==> src/rtl/lecs_pkg.sv <==
// Shared types and constants for the LED driver latch-enable command serializer.
// No dependencies; imported by every module of the block.
package lecs_pkg;

    localparam int WORD_BITS  = 16;
    localparam int BEAT_W     = 4;   // index of a clock inside one burst
    localparam int CL_W       = 5;   // chain_length register width
    localparam int FUNC_W     = 3;
    localparam int CFG_IDX_W  = 2;
    localparam int QUEUE_DEPTH = 2;

    // command codes
    localparam logic [FUNC_W-1:0] FUNC_DATA   = 3'd0;
    localparam logic [FUNC_W-1:0] FUNC_REG1   = 3'd1;
    localparam logic [FUNC_W-1:0] FUNC_REG2   = 3'd2;
    localparam logic [FUNC_W-1:0] FUNC_REG3   = 3'd3;
    localparam logic [FUNC_W-1:0] FUNC_VSYNC  = 3'd4;
    localparam logic [FUNC_W-1:0] FUNC_PREACT = 3'd5;
    localparam logic [FUNC_W-1:0] FUNC_SRESET = 3'd6;
    localparam logic [FUNC_W-1:0] FUNC_UNDEF  = 3'd7;

    // configuration register indexes
    localparam logic [CFG_IDX_W-1:0] CFG_CHAIN_LENGTH = 2'd0;
    localparam logic [CFG_IDX_W-1:0] CFG_REG1_WORD    = 2'd1;
    localparam logic [CFG_IDX_W-1:0] CFG_REG2_WORD    = 2'd2;
    localparam logic [CFG_IDX_W-1:0] CFG_REG3_WORD    = 2'd3;

    localparam logic [CL_W-1:0]      CHAIN_LENGTH_RST = 5'd1;
    localparam logic [WORD_BITS-1:0] REG1_WORD_RST    = 16'h0FEB;
    localparam logic [WORD_BITS-1:0] REG2_WORD_RST    = 16'h0400;
    localparam logic [WORD_BITS-1:0] REG3_WORD_RST    = 16'h0000;

    // final beat index of each burst (clock count - 1)
    localparam logic [BEAT_W-1:0] WORD_LAST_IDX   = 4'd15;
    localparam logic [BEAT_W-1:0] VSYNC_LAST_IDX  = 4'd1;
    localparam logic [BEAT_W-1:0] PREACT_LAST_IDX = 4'd13;
    localparam logic [BEAT_W-1:0] SRESET_LAST_IDX = 4'd9;

    // first beat with LE high on the last chip: 16 minus LE clock count
    localparam logic [BEAT_W-1:0] LE_START_DATA = 4'd15;  // 1 clock
    localparam logic [BEAT_W-1:0] LE_START_REG1 = 4'd12;
    localparam logic [BEAT_W-1:0] LE_START_REG2 = 4'd8;
    localparam logic [BEAT_W-1:0] LE_START_REG3 = 4'd0;

    typedef struct packed {
        logic [WORD_BITS-1:0] word;
        logic [BEAT_W-1:0]    last_idx;
        logic [BEAT_W-1:0]    le_start;
        logic                 le_en;
    } desc_t;

endpackage

==> src/rtl/lecs_front.sv <==
// Front end: accepts commands, tracks the chip position in the chain and
// turns each command into a burst descriptor. Depends on lecs_pkg.
module lecs_front #(
    parameter int CHAIN_MAX = 16
) (
    input  logic                           aclk,
    input  logic                           aresetn,
    input  logic                           s_valid,
    output logic                           s_ready,
    input  logic [lecs_pkg::FUNC_W-1:0]    s_func,
    input  logic [lecs_pkg::WORD_BITS-1:0] s_word,
    input  logic [lecs_pkg::CL_W-1:0]      chain_length,
    input  logic [lecs_pkg::WORD_BITS-1:0] reg1_word,
    input  logic [lecs_pkg::WORD_BITS-1:0] reg2_word,
    input  logic [lecs_pkg::WORD_BITS-1:0] reg3_word,
    input  logic                           q_full,
    output logic                           q_push,
    output lecs_pkg::desc_t                q_desc
);
    import lecs_pkg::*;

    localparam int IDX_W = (CHAIN_MAX > 1) ? $clog2(CHAIN_MAX) : 1;
    localparam int CMP_W = ((IDX_W > CL_W) ? IDX_W : CL_W) + 1;
    localparam logic [CMP_W-1:0] CHAIN_MAX_C = CMP_W'(CHAIN_MAX);

    logic [IDX_W-1:0] chip_idx_reg;
    logic [IDX_W-1:0] chip_idx_next;
    logic [CMP_W-1:0] cl_ext;
    logic [CMP_W-1:0] eff_m1;
    logic             last_chip;
    logic             accept;
    logic             is_word;

    assign s_ready = !q_full;
    assign accept  = s_valid && s_ready;
    assign q_push  = accept && (s_func != FUNC_UNDEF);
    assign is_word = s_func inside {FUNC_DATA, FUNC_REG1, FUNC_REG2, FUNC_REG3};

    // effective chain length minus one, clamped to 1..CHAIN_MAX
    assign cl_ext = CMP_W'(chain_length);
    always_comb begin
        if (cl_ext == '0) begin
            eff_m1 = '0;
        end else if (cl_ext > CHAIN_MAX_C) begin
            eff_m1 = CHAIN_MAX_C - CMP_W'(1);
        end else begin
            eff_m1 = cl_ext - CMP_W'(1);
        end
    end

    assign last_chip = (CMP_W'(chip_idx_reg) >= eff_m1);

    always_comb begin
        q_desc        = '0;
        chip_idx_next = chip_idx_reg;
        case (s_func)
            FUNC_DATA: begin
                q_desc.word     = s_word;
                q_desc.le_start = LE_START_DATA;
            end
            FUNC_REG1: begin
                q_desc.word     = reg1_word;
                q_desc.le_start = LE_START_REG1;
            end
            FUNC_REG2: begin
                q_desc.word     = reg2_word;
                q_desc.le_start = LE_START_REG2;
            end
            FUNC_REG3: begin
                q_desc.word     = reg3_word;
                q_desc.le_start = LE_START_REG3;
            end
            FUNC_VSYNC: begin
                q_desc.last_idx = VSYNC_LAST_IDX;
            end
            FUNC_PREACT: begin
                q_desc.last_idx = PREACT_LAST_IDX;
            end
            FUNC_SRESET: begin
                q_desc.last_idx = SRESET_LAST_IDX;
            end
            default: begin
            end
        endcase
        if (is_word) begin
            q_desc.last_idx = WORD_LAST_IDX;
            q_desc.le_en    = last_chip;
            chip_idx_next   = last_chip ? '0 : chip_idx_reg + IDX_W'(1);
        end else if (s_func != FUNC_UNDEF) begin
            // framing command: LE high, SDI low for the whole burst
            q_desc.le_en  = 1'b1;
            chip_idx_next = '0;
        end
    end

    always_ff @(posedge aclk) begin
        if (!aresetn) begin
            chip_idx_reg <= '0;
        end else if (accept) begin
            chip_idx_reg <= chip_idx_next;
        end
    end

endmodule

==> src/rtl/lecs_queue.sv <==
// Short descriptor queue between the front end and the bit sequencer.
// Depends on lecs_pkg for the descriptor type and depth.
module lecs_queue (
    input  logic            aclk,
    input  logic            aresetn,
    input  logic            push,
    input  lecs_pkg::desc_t push_desc,
    input  logic            pop,
    output logic            full,
    output logic            not_empty,
    output lecs_pkg::desc_t head
);
    import lecs_pkg::*;

    localparam int PTR_W = (QUEUE_DEPTH > 1) ? $clog2(QUEUE_DEPTH) : 1;
    localparam int CNT_W = $clog2(QUEUE_DEPTH + 1);
    localparam logic [CNT_W-1:0] DEPTH_C = CNT_W'(QUEUE_DEPTH);

    desc_t            slot_reg [QUEUE_DEPTH];
    logic [PTR_W-1:0] wr_ptr_reg;
    logic [PTR_W-1:0] rd_ptr_reg;
    logic [CNT_W-1:0] count_reg;
    logic [CNT_W-1:0] count_next;

    assign full      = (count_reg == DEPTH_C);
    assign not_empty = (count_reg != '0);
    assign head      = slot_reg[rd_ptr_reg];

    always_comb begin
        count_next = count_reg;
        if (push && !pop) begin
            count_next = count_reg + CNT_W'(1);
        end else if (pop && !push) begin
            count_next = count_reg - CNT_W'(1);
        end
    end

    always_ff @(posedge aclk) begin
        if (push) begin
            slot_reg[wr_ptr_reg] <= push_desc;
        end
    end

    always_ff @(posedge aclk) begin
        if (!aresetn) begin
            wr_ptr_reg <= '0;
            rd_ptr_reg <= '0;
            count_reg  <= '0;
        end else begin
            count_reg <= count_next;
            if (push) begin
                wr_ptr_reg <= (wr_ptr_reg == PTR_W'(QUEUE_DEPTH - 1)) ? '0
                                                                       : wr_ptr_reg + PTR_W'(1);
            end
            if (pop) begin
                rd_ptr_reg <= (rd_ptr_reg == PTR_W'(QUEUE_DEPTH - 1)) ? '0
                                                                       : rd_ptr_reg + PTR_W'(1);
            end
        end
    end

    a_no_overflow: assert property (@(posedge aclk) disable iff (!aresetn)
        push |-> (!full || pop))
        else $error("queue push while full");
    a_no_underflow: assert property (@(posedge aclk) disable iff (!aresetn)
        pop |-> not_empty)
        else $error("queue pop while empty");
    a_count_bound: assert property (@(posedge aclk) disable iff (!aresetn)
        count_reg <= DEPTH_C)
        else $error("queue count beyond depth");

endmodule

==> src/rtl/lecs_back.sv <==
// Bit sequencer: plays each descriptor out as a burst of SDI/LE beats into
// a registered output stage. Depends on lecs_pkg.
module lecs_back (
    input  logic            aclk,
    input  logic            aresetn,
    input  logic            q_not_empty,
    input  lecs_pkg::desc_t q_head,
    output logic            q_pop,
    output logic            m_valid,
    input  logic            m_ready,
    output logic            m_sdi,
    output logic            m_le,
    output logic            m_last
);
    import lecs_pkg::*;

    logic [BEAT_W-1:0] beat_reg;
    logic              m_valid_reg;
    logic              m_sdi_reg;
    logic              m_le_reg;
    logic              m_last_reg;
    logic              produce;
    logic              beat_sdi;
    logic              beat_le;
    logic              beat_last;

    // MSB first: bit 15 - beat
    assign beat_sdi  = q_head.word[~beat_reg];
    assign beat_le   = q_head.le_en && (beat_reg >= q_head.le_start);
    assign beat_last = (beat_reg == q_head.last_idx);

    assign produce = q_not_empty && (!m_valid_reg || m_ready);
    assign q_pop   = produce && beat_last;

    always_ff @(posedge aclk) begin
        if (!aresetn) begin
            beat_reg    <= '0;
            m_valid_reg <= 1'b0;
        end else begin
            if (produce) begin
                beat_reg    <= beat_last ? '0 : beat_reg + BEAT_W'(1);
                m_valid_reg <= 1'b1;
            end else if (m_ready) begin
                m_valid_reg <= 1'b0;
            end
        end
    end

    always_ff @(posedge aclk) begin
        if (produce) begin
            m_sdi_reg  <= beat_sdi;
            m_le_reg   <= beat_le;
            m_last_reg <= beat_last;
        end
    end

    assign m_valid = m_valid_reg;
    assign m_sdi   = m_sdi_reg;
    assign m_le    = m_le_reg;
    assign m_last  = m_last_reg;

    a_beat_in_burst: assert property (@(posedge aclk) disable iff (!aresetn)
        q_not_empty |-> (beat_reg <= q_head.last_idx))
        else $error("beat index past end of burst");
    a_beat_advance: assert property (@(posedge aclk) disable iff (!aresetn)
        (produce && !beat_last) |=> (beat_reg == $past(beat_reg) + BEAT_W'(1)))
        else $error("beat index did not advance");
    a_last_pops: assert property (@(posedge aclk) disable iff (!aresetn)
        (produce && beat_last) |=> (beat_reg == '0 && m_valid && m_last))
        else $error("burst end not reflected at output");

endmodule

==> src/rtl/led_driver_le_command_serializer.sv <==
// Serializer for a cascaded constant-current LED driver chain: each accepted command
// other than func 7 becomes a burst of data clocks on m_sdi/m_le, one result per cycle
// while m_ready holds, m_last on the final clock. Data latch and register writes send
// the word MSB first, LE high through the end of the burst on the last chip; vsync,
// pre-active and soft reset hold LE high with SDI low; func 7 is accepted and produces
// nothing. The single-bit output sequencer sets the rate: bursts follow each other
// without gap cycles while the two-entry command queue keeps the input side accepting.
// Depends on lecs_pkg, lecs_front, lecs_queue, lecs_back.
module led_driver_le_command_serializer #(
    parameter int CHAIN_MAX = 16
) (
    input  logic                           aclk,
    input  logic                           aresetn,
    input  logic                           cfg_we,
    input  logic [lecs_pkg::CFG_IDX_W-1:0] cfg_index,
    input  logic [lecs_pkg::WORD_BITS-1:0] cfg_wdata,
    input  logic                           s_valid,
    output logic                           s_ready,
    input  logic [lecs_pkg::FUNC_W-1:0]    s_func,
    input  logic [lecs_pkg::WORD_BITS-1:0] s_word,
    output logic                           m_valid,
    input  logic                           m_ready,
    output logic                           m_sdi,
    output logic                           m_le,
    output logic                           m_last
);
    import lecs_pkg::*;

    logic [CL_W-1:0]      chain_length_reg;
    logic [WORD_BITS-1:0] reg1_word_reg;
    logic [WORD_BITS-1:0] reg2_word_reg;
    logic [WORD_BITS-1:0] reg3_word_reg;

    logic  q_full;
    logic  q_push;
    logic  q_pop;
    logic  q_not_empty;
    desc_t q_desc;
    desc_t q_head;

    always_ff @(posedge aclk) begin
        if (!aresetn) begin
            chain_length_reg <= CHAIN_LENGTH_RST;
            reg1_word_reg    <= REG1_WORD_RST;
            reg2_word_reg    <= REG2_WORD_RST;
            reg3_word_reg    <= REG3_WORD_RST;
        end else if (cfg_we) begin
            case (cfg_index)
                CFG_CHAIN_LENGTH: chain_length_reg <= cfg_wdata[CL_W-1:0];
                CFG_REG1_WORD:    reg1_word_reg    <= cfg_wdata;
                CFG_REG2_WORD:    reg2_word_reg    <= cfg_wdata;
                CFG_REG3_WORD:    reg3_word_reg    <= cfg_wdata;
                default: begin
                end
            endcase
        end
    end

    lecs_front #(
        .CHAIN_MAX(CHAIN_MAX)
    ) u_front (
        .aclk         (aclk),
        .aresetn      (aresetn),
        .s_valid      (s_valid),
        .s_ready      (s_ready),
        .s_func       (s_func),
        .s_word       (s_word),
        .chain_length (chain_length_reg),
        .reg1_word    (reg1_word_reg),
        .reg2_word    (reg2_word_reg),
        .reg3_word    (reg3_word_reg),
        .q_full       (q_full),
        .q_push       (q_push),
        .q_desc       (q_desc)
    );

    lecs_queue u_queue (
        .aclk      (aclk),
        .aresetn   (aresetn),
        .push      (q_push),
        .push_desc (q_desc),
        .pop       (q_pop),
        .full      (q_full),
        .not_empty (q_not_empty),
        .head      (q_head)
    );

    lecs_back u_back (
        .aclk        (aclk),
        .aresetn     (aresetn),
        .q_not_empty (q_not_empty),
        .q_head      (q_head),
        .q_pop       (q_pop),
        .m_valid     (m_valid),
        .m_ready     (m_ready),
        .m_sdi       (m_sdi),
        .m_le        (m_le),
        .m_last      (m_last)
    );

endmodule
==> config.mk <==
export PLATFORM = sky130hd
export DESIGN_NAME = led_driver_le_command_serializer
export DESIGN_NICKNAME = d
export VERILOG_FILES = /design/src/rtl/lecs_pkg.sv /design/src/rtl/lecs_front.sv /design/src/rtl/lecs_queue.sv /design/src/rtl/lecs_back.sv /design/src/rtl/led_driver_le_command_serializer.sv
export SDC_FILE = /design/constraint.sdc
export NUM_CORES = 1
export LEC_CHECK = 0
export BUFFER_PORTS_ARGS = -buffer_cell sky130_fd_sc_hd__buf_2
export CAP_MARGIN = 20
export CORE_ASPECT_RATIO = 1.1
export CORE_MARGIN = 1
export CORE_UTILIZATION = 49
export DETAILED_ROUTE_END_ITERATION = 12
export PLACE_DENSITY = 0.68
export SETUP_SLACK_MARGIN = 0.02
export SLEW_MARGIN = 10
export SYNTH_ARGS = -nofsm -noshare
export SYNTH_HDL_FRONTEND = slang
export SYNTH_SLANG_ARGS = --single-unit
==> constraint.sdc <==
create_clock -name aclk -period 8.1 [get_ports aclk]
set_clock_uncertainty 0.1 [all_clocks]
set_input_delay 1.215 -clock aclk [delete_from_list [all_inputs] [get_ports aclk]]
set_output_delay 1.215 -clock aclk [all_outputs]
set_load 0.03 [all_outputs]
==> impl_metrics.env <==
export IMPL_status="completed"
export IMPL_cellPowerDensity_nw_per_um2=251
export IMPL_cts_tree="yes"
export IMPL_rsz0062_at_grt="false"
export IMPL_yosysWarnings=0
export IMPL_cts_clk_slew_worst_paths_ns=0.05
export IMPL_hold_class="reg2reg"
export IMPL_grtUsageTotal_pct=21.2
export IMPL_setup_viol=0
export IMPL_hold_viol=0
export IMPL_cp_max_fo=21
export IMPL_dp_hpwl_mm=6.96
export IMPL_via_per_inst=5.24
export IMPL_cts_resized=0
export IMPL_wl_per_cell_um=15.9
export IMPL_grt_pass1_wl_mm=17.9
export IMPL_antenna_found_initial=0
export IMPL_ant_nets=0
export IMPL_tightest_slew_ns=1.03
export IMPL_slew_violations=0
export IMPL_synth_edff_count=51
export IMPL_crit_type="in2reg"
export IMPL_core_area_um2=10500
export IMPL_async_reset_ff_share_pct=0
export IMPL_clock_latency_ns=0.40
export IMPL_maxSlewHeadroom_pct=31.3
export IMPL_numPortBuffers=46
export IMPL_clock_path_buffers=2
export IMPL_htreeDepth=4
export IMPL_syn_area_um2=5320
export IMPL_final_nets=564
export IMPL_required_ns=8.31
export IMPL_dpl_cell_count=633
export IMPL_ios=47
export IMPL_cts_sinks=118
export IMPL_start_kind="input port"
export IMPL_endpoint_kind="register"
export IMPL_holdBufCountCts=0
export IMPL_ys_seq_area_share_pct=54.0
export IMPL_die_w_um=101
export IMPL_stdcell_count=666
export IMPL_crit_arrival_ns=3.34
export IMPL_synth_main_ff_cell="dfxtp_1"
export IMPL_grt_pass1_vias=3534
export IMPL_critPathBufInv=1
export IMPL_std_cell_rows=39
export IMPL_synth_seq_cells=118
export IMPL_period_needed_ns=3.13
export IMPL_layout_cells_most_common="nand2_1"
export IMPL_pre_cts_ws_ns=4.44
export IMPL_timing_setup_tns_ns=0
export IMPL_grt_start_max_net_pins=65
export IMPL_crit_path_cell_trace="buf_2 -> nand3_1 -> and3_1 -> ha_1 -> or3_1 -> a21boi_0"
export IMPL_critPathTopFamily="simple AND/OR/NAND/NOR gates"
export IMPL_clock_fmax_ghz=0.320
export IMPL_drt_iter0_drc=197
export IMPL_largest_register_ffs=48
export IMPL_synthDistinctLibCells=37
export IMPL_syn_instance_count=466
export IMPL_fp_dieH_um=111
export IMPL_gp_congestion=0.758
export IMPL_slowest_stage="buf_2"
export IMPL_syn_area_per_cell_um2=11.4
export IMPL_dieArea_um2=11300
export IMPL_cts_root_buffer="clkbuf_16"
export IMPL_area_delta_synth_final_pct=16.2
export IMPL_cp_slowest_stage_delay_ns=0.48
export IMPL_finalWorstSetupSlack_ns=4.97
export IMPL_fin_crit_sh_pct=38.6
export IMPL_firstDrtPassIters=6
export IMPL_leakage_nw=2.31
export IMPL_drv_cap=0
export IMPL_final_cell_mix="nand2_1 (111), dfxtp_1 (67), edfxtp_1 (51), buf_2 (46), a21boi_0 (38)"
export IMPL_max_vdd_ir_drop_v=0.000150
export IMPL_via_count=3490
export IMPL_drt_total_wl_mm=10.6
export IMPL_cts_buffers_inserted=17
export IMPL_antennaDiodeCount=0
export IMPL_overflow=0
export IMPL_route_detailed_drc=0
export IMPL_drive_gt1_share_pct=18.7
export IMPL_post_cts_repair_setup_buffers=0
export IMPL_initial_core_util_pct=50.7
export IMPL_syn_nets=520
## Yosys cell counts (all sizes together), types with 8 or more instances
cell type	count	area, µm²
nand2	111	417
dfxtp	67	1340
edfxtp	51	1530
a21boi	38	285
mux4	26	608
and2	20	125
clkbuf	20	75.1
nor2	14	52.6
mux2i	13	130
nand3	13	65.1
ha	12	150
a21oi	11	55.1
xnor2	10	87.6
inv	8	30.0
o21ai	8	40.0
## logic make-up (layout without fill, tap and decap cells)
| logic type | after synthesis | after routing | share of synthesized area (%) |
|---|---|---|---|
| and+or+nand+nor | 183 | 183 | 15.4 |
| DFF | 118 | 118 | 54.0 |
| AOI/OAI and AO/OA | 65 | 65 | 8.35 |
| muxes | 41 | 41 | 14.3 |
| buffers and inverters | 33 | 90 | 2.80 |
| adders and majority gates | 13 | 13 | 3.01 |
| xor gates and xnor gates | 13 | 13 | 2.14 |
## power by group
group / switching (mW) / internal, mW
Sequential: 0.0286 / 0.671
Combinational: 0.100 / 0.0889
Clock: 0.232 / 0.432
## layer usage
layer  wire length [µm]  track usage, %
met3                401            4.60
met5                  0               0
met1               4530            27.3
met4                180            8.60
met2               5480            34.6
## metrics by stage
stage                     power (mW)  hold slack, ns  instance area (µm²)  utilization (%)
after floorplan                0.843           0.335                 5320                -
after global routing            1.62           0.382                 6180             58.9
after CTS                       1.57           0.365                 6160             58.8
final                           1.55           0.363                 6180             58.9
after global placement         0.894           0.346                 5640             53.7
after detailed placement       0.902           0.355                 5640             53.7
## path summary, 6_finish.rpt
check | end | from | slack [ns] | depth (start not counted)
worst max register to register | u_queue.count_reg[1] | register | 5.04 | 7
worst min register to register | reg3_word_reg[4] | reg3_word_reg[4] | 0.36 | 2
worst max-delay path | u_queue.count_reg[1] | s_func[0] | 4.97 | 6
worst min-delay path | reg3_word_reg[4] | reg3_word_reg[4] | 0.36 | 2
## worst min-delay path: stages, from the launching register on
cell and delay [ns]:
dfxtp_1 0.30, nand2_1 0.05, a21boi_0 0.06
## area by class of cell
class / count / area, µm²
clock buffers: 26 / 479
well taps: 143 / 179
inverters: 8 / 30.0
flip-flops and latches: 118 / 2870
clock inverters: 6 / 50.0
repair buffers: 50 / 268
fillers: 872 / 4310
multi-input cells: 315 / 2300
No activity file was read; power rests on OpenSTA's default activity.
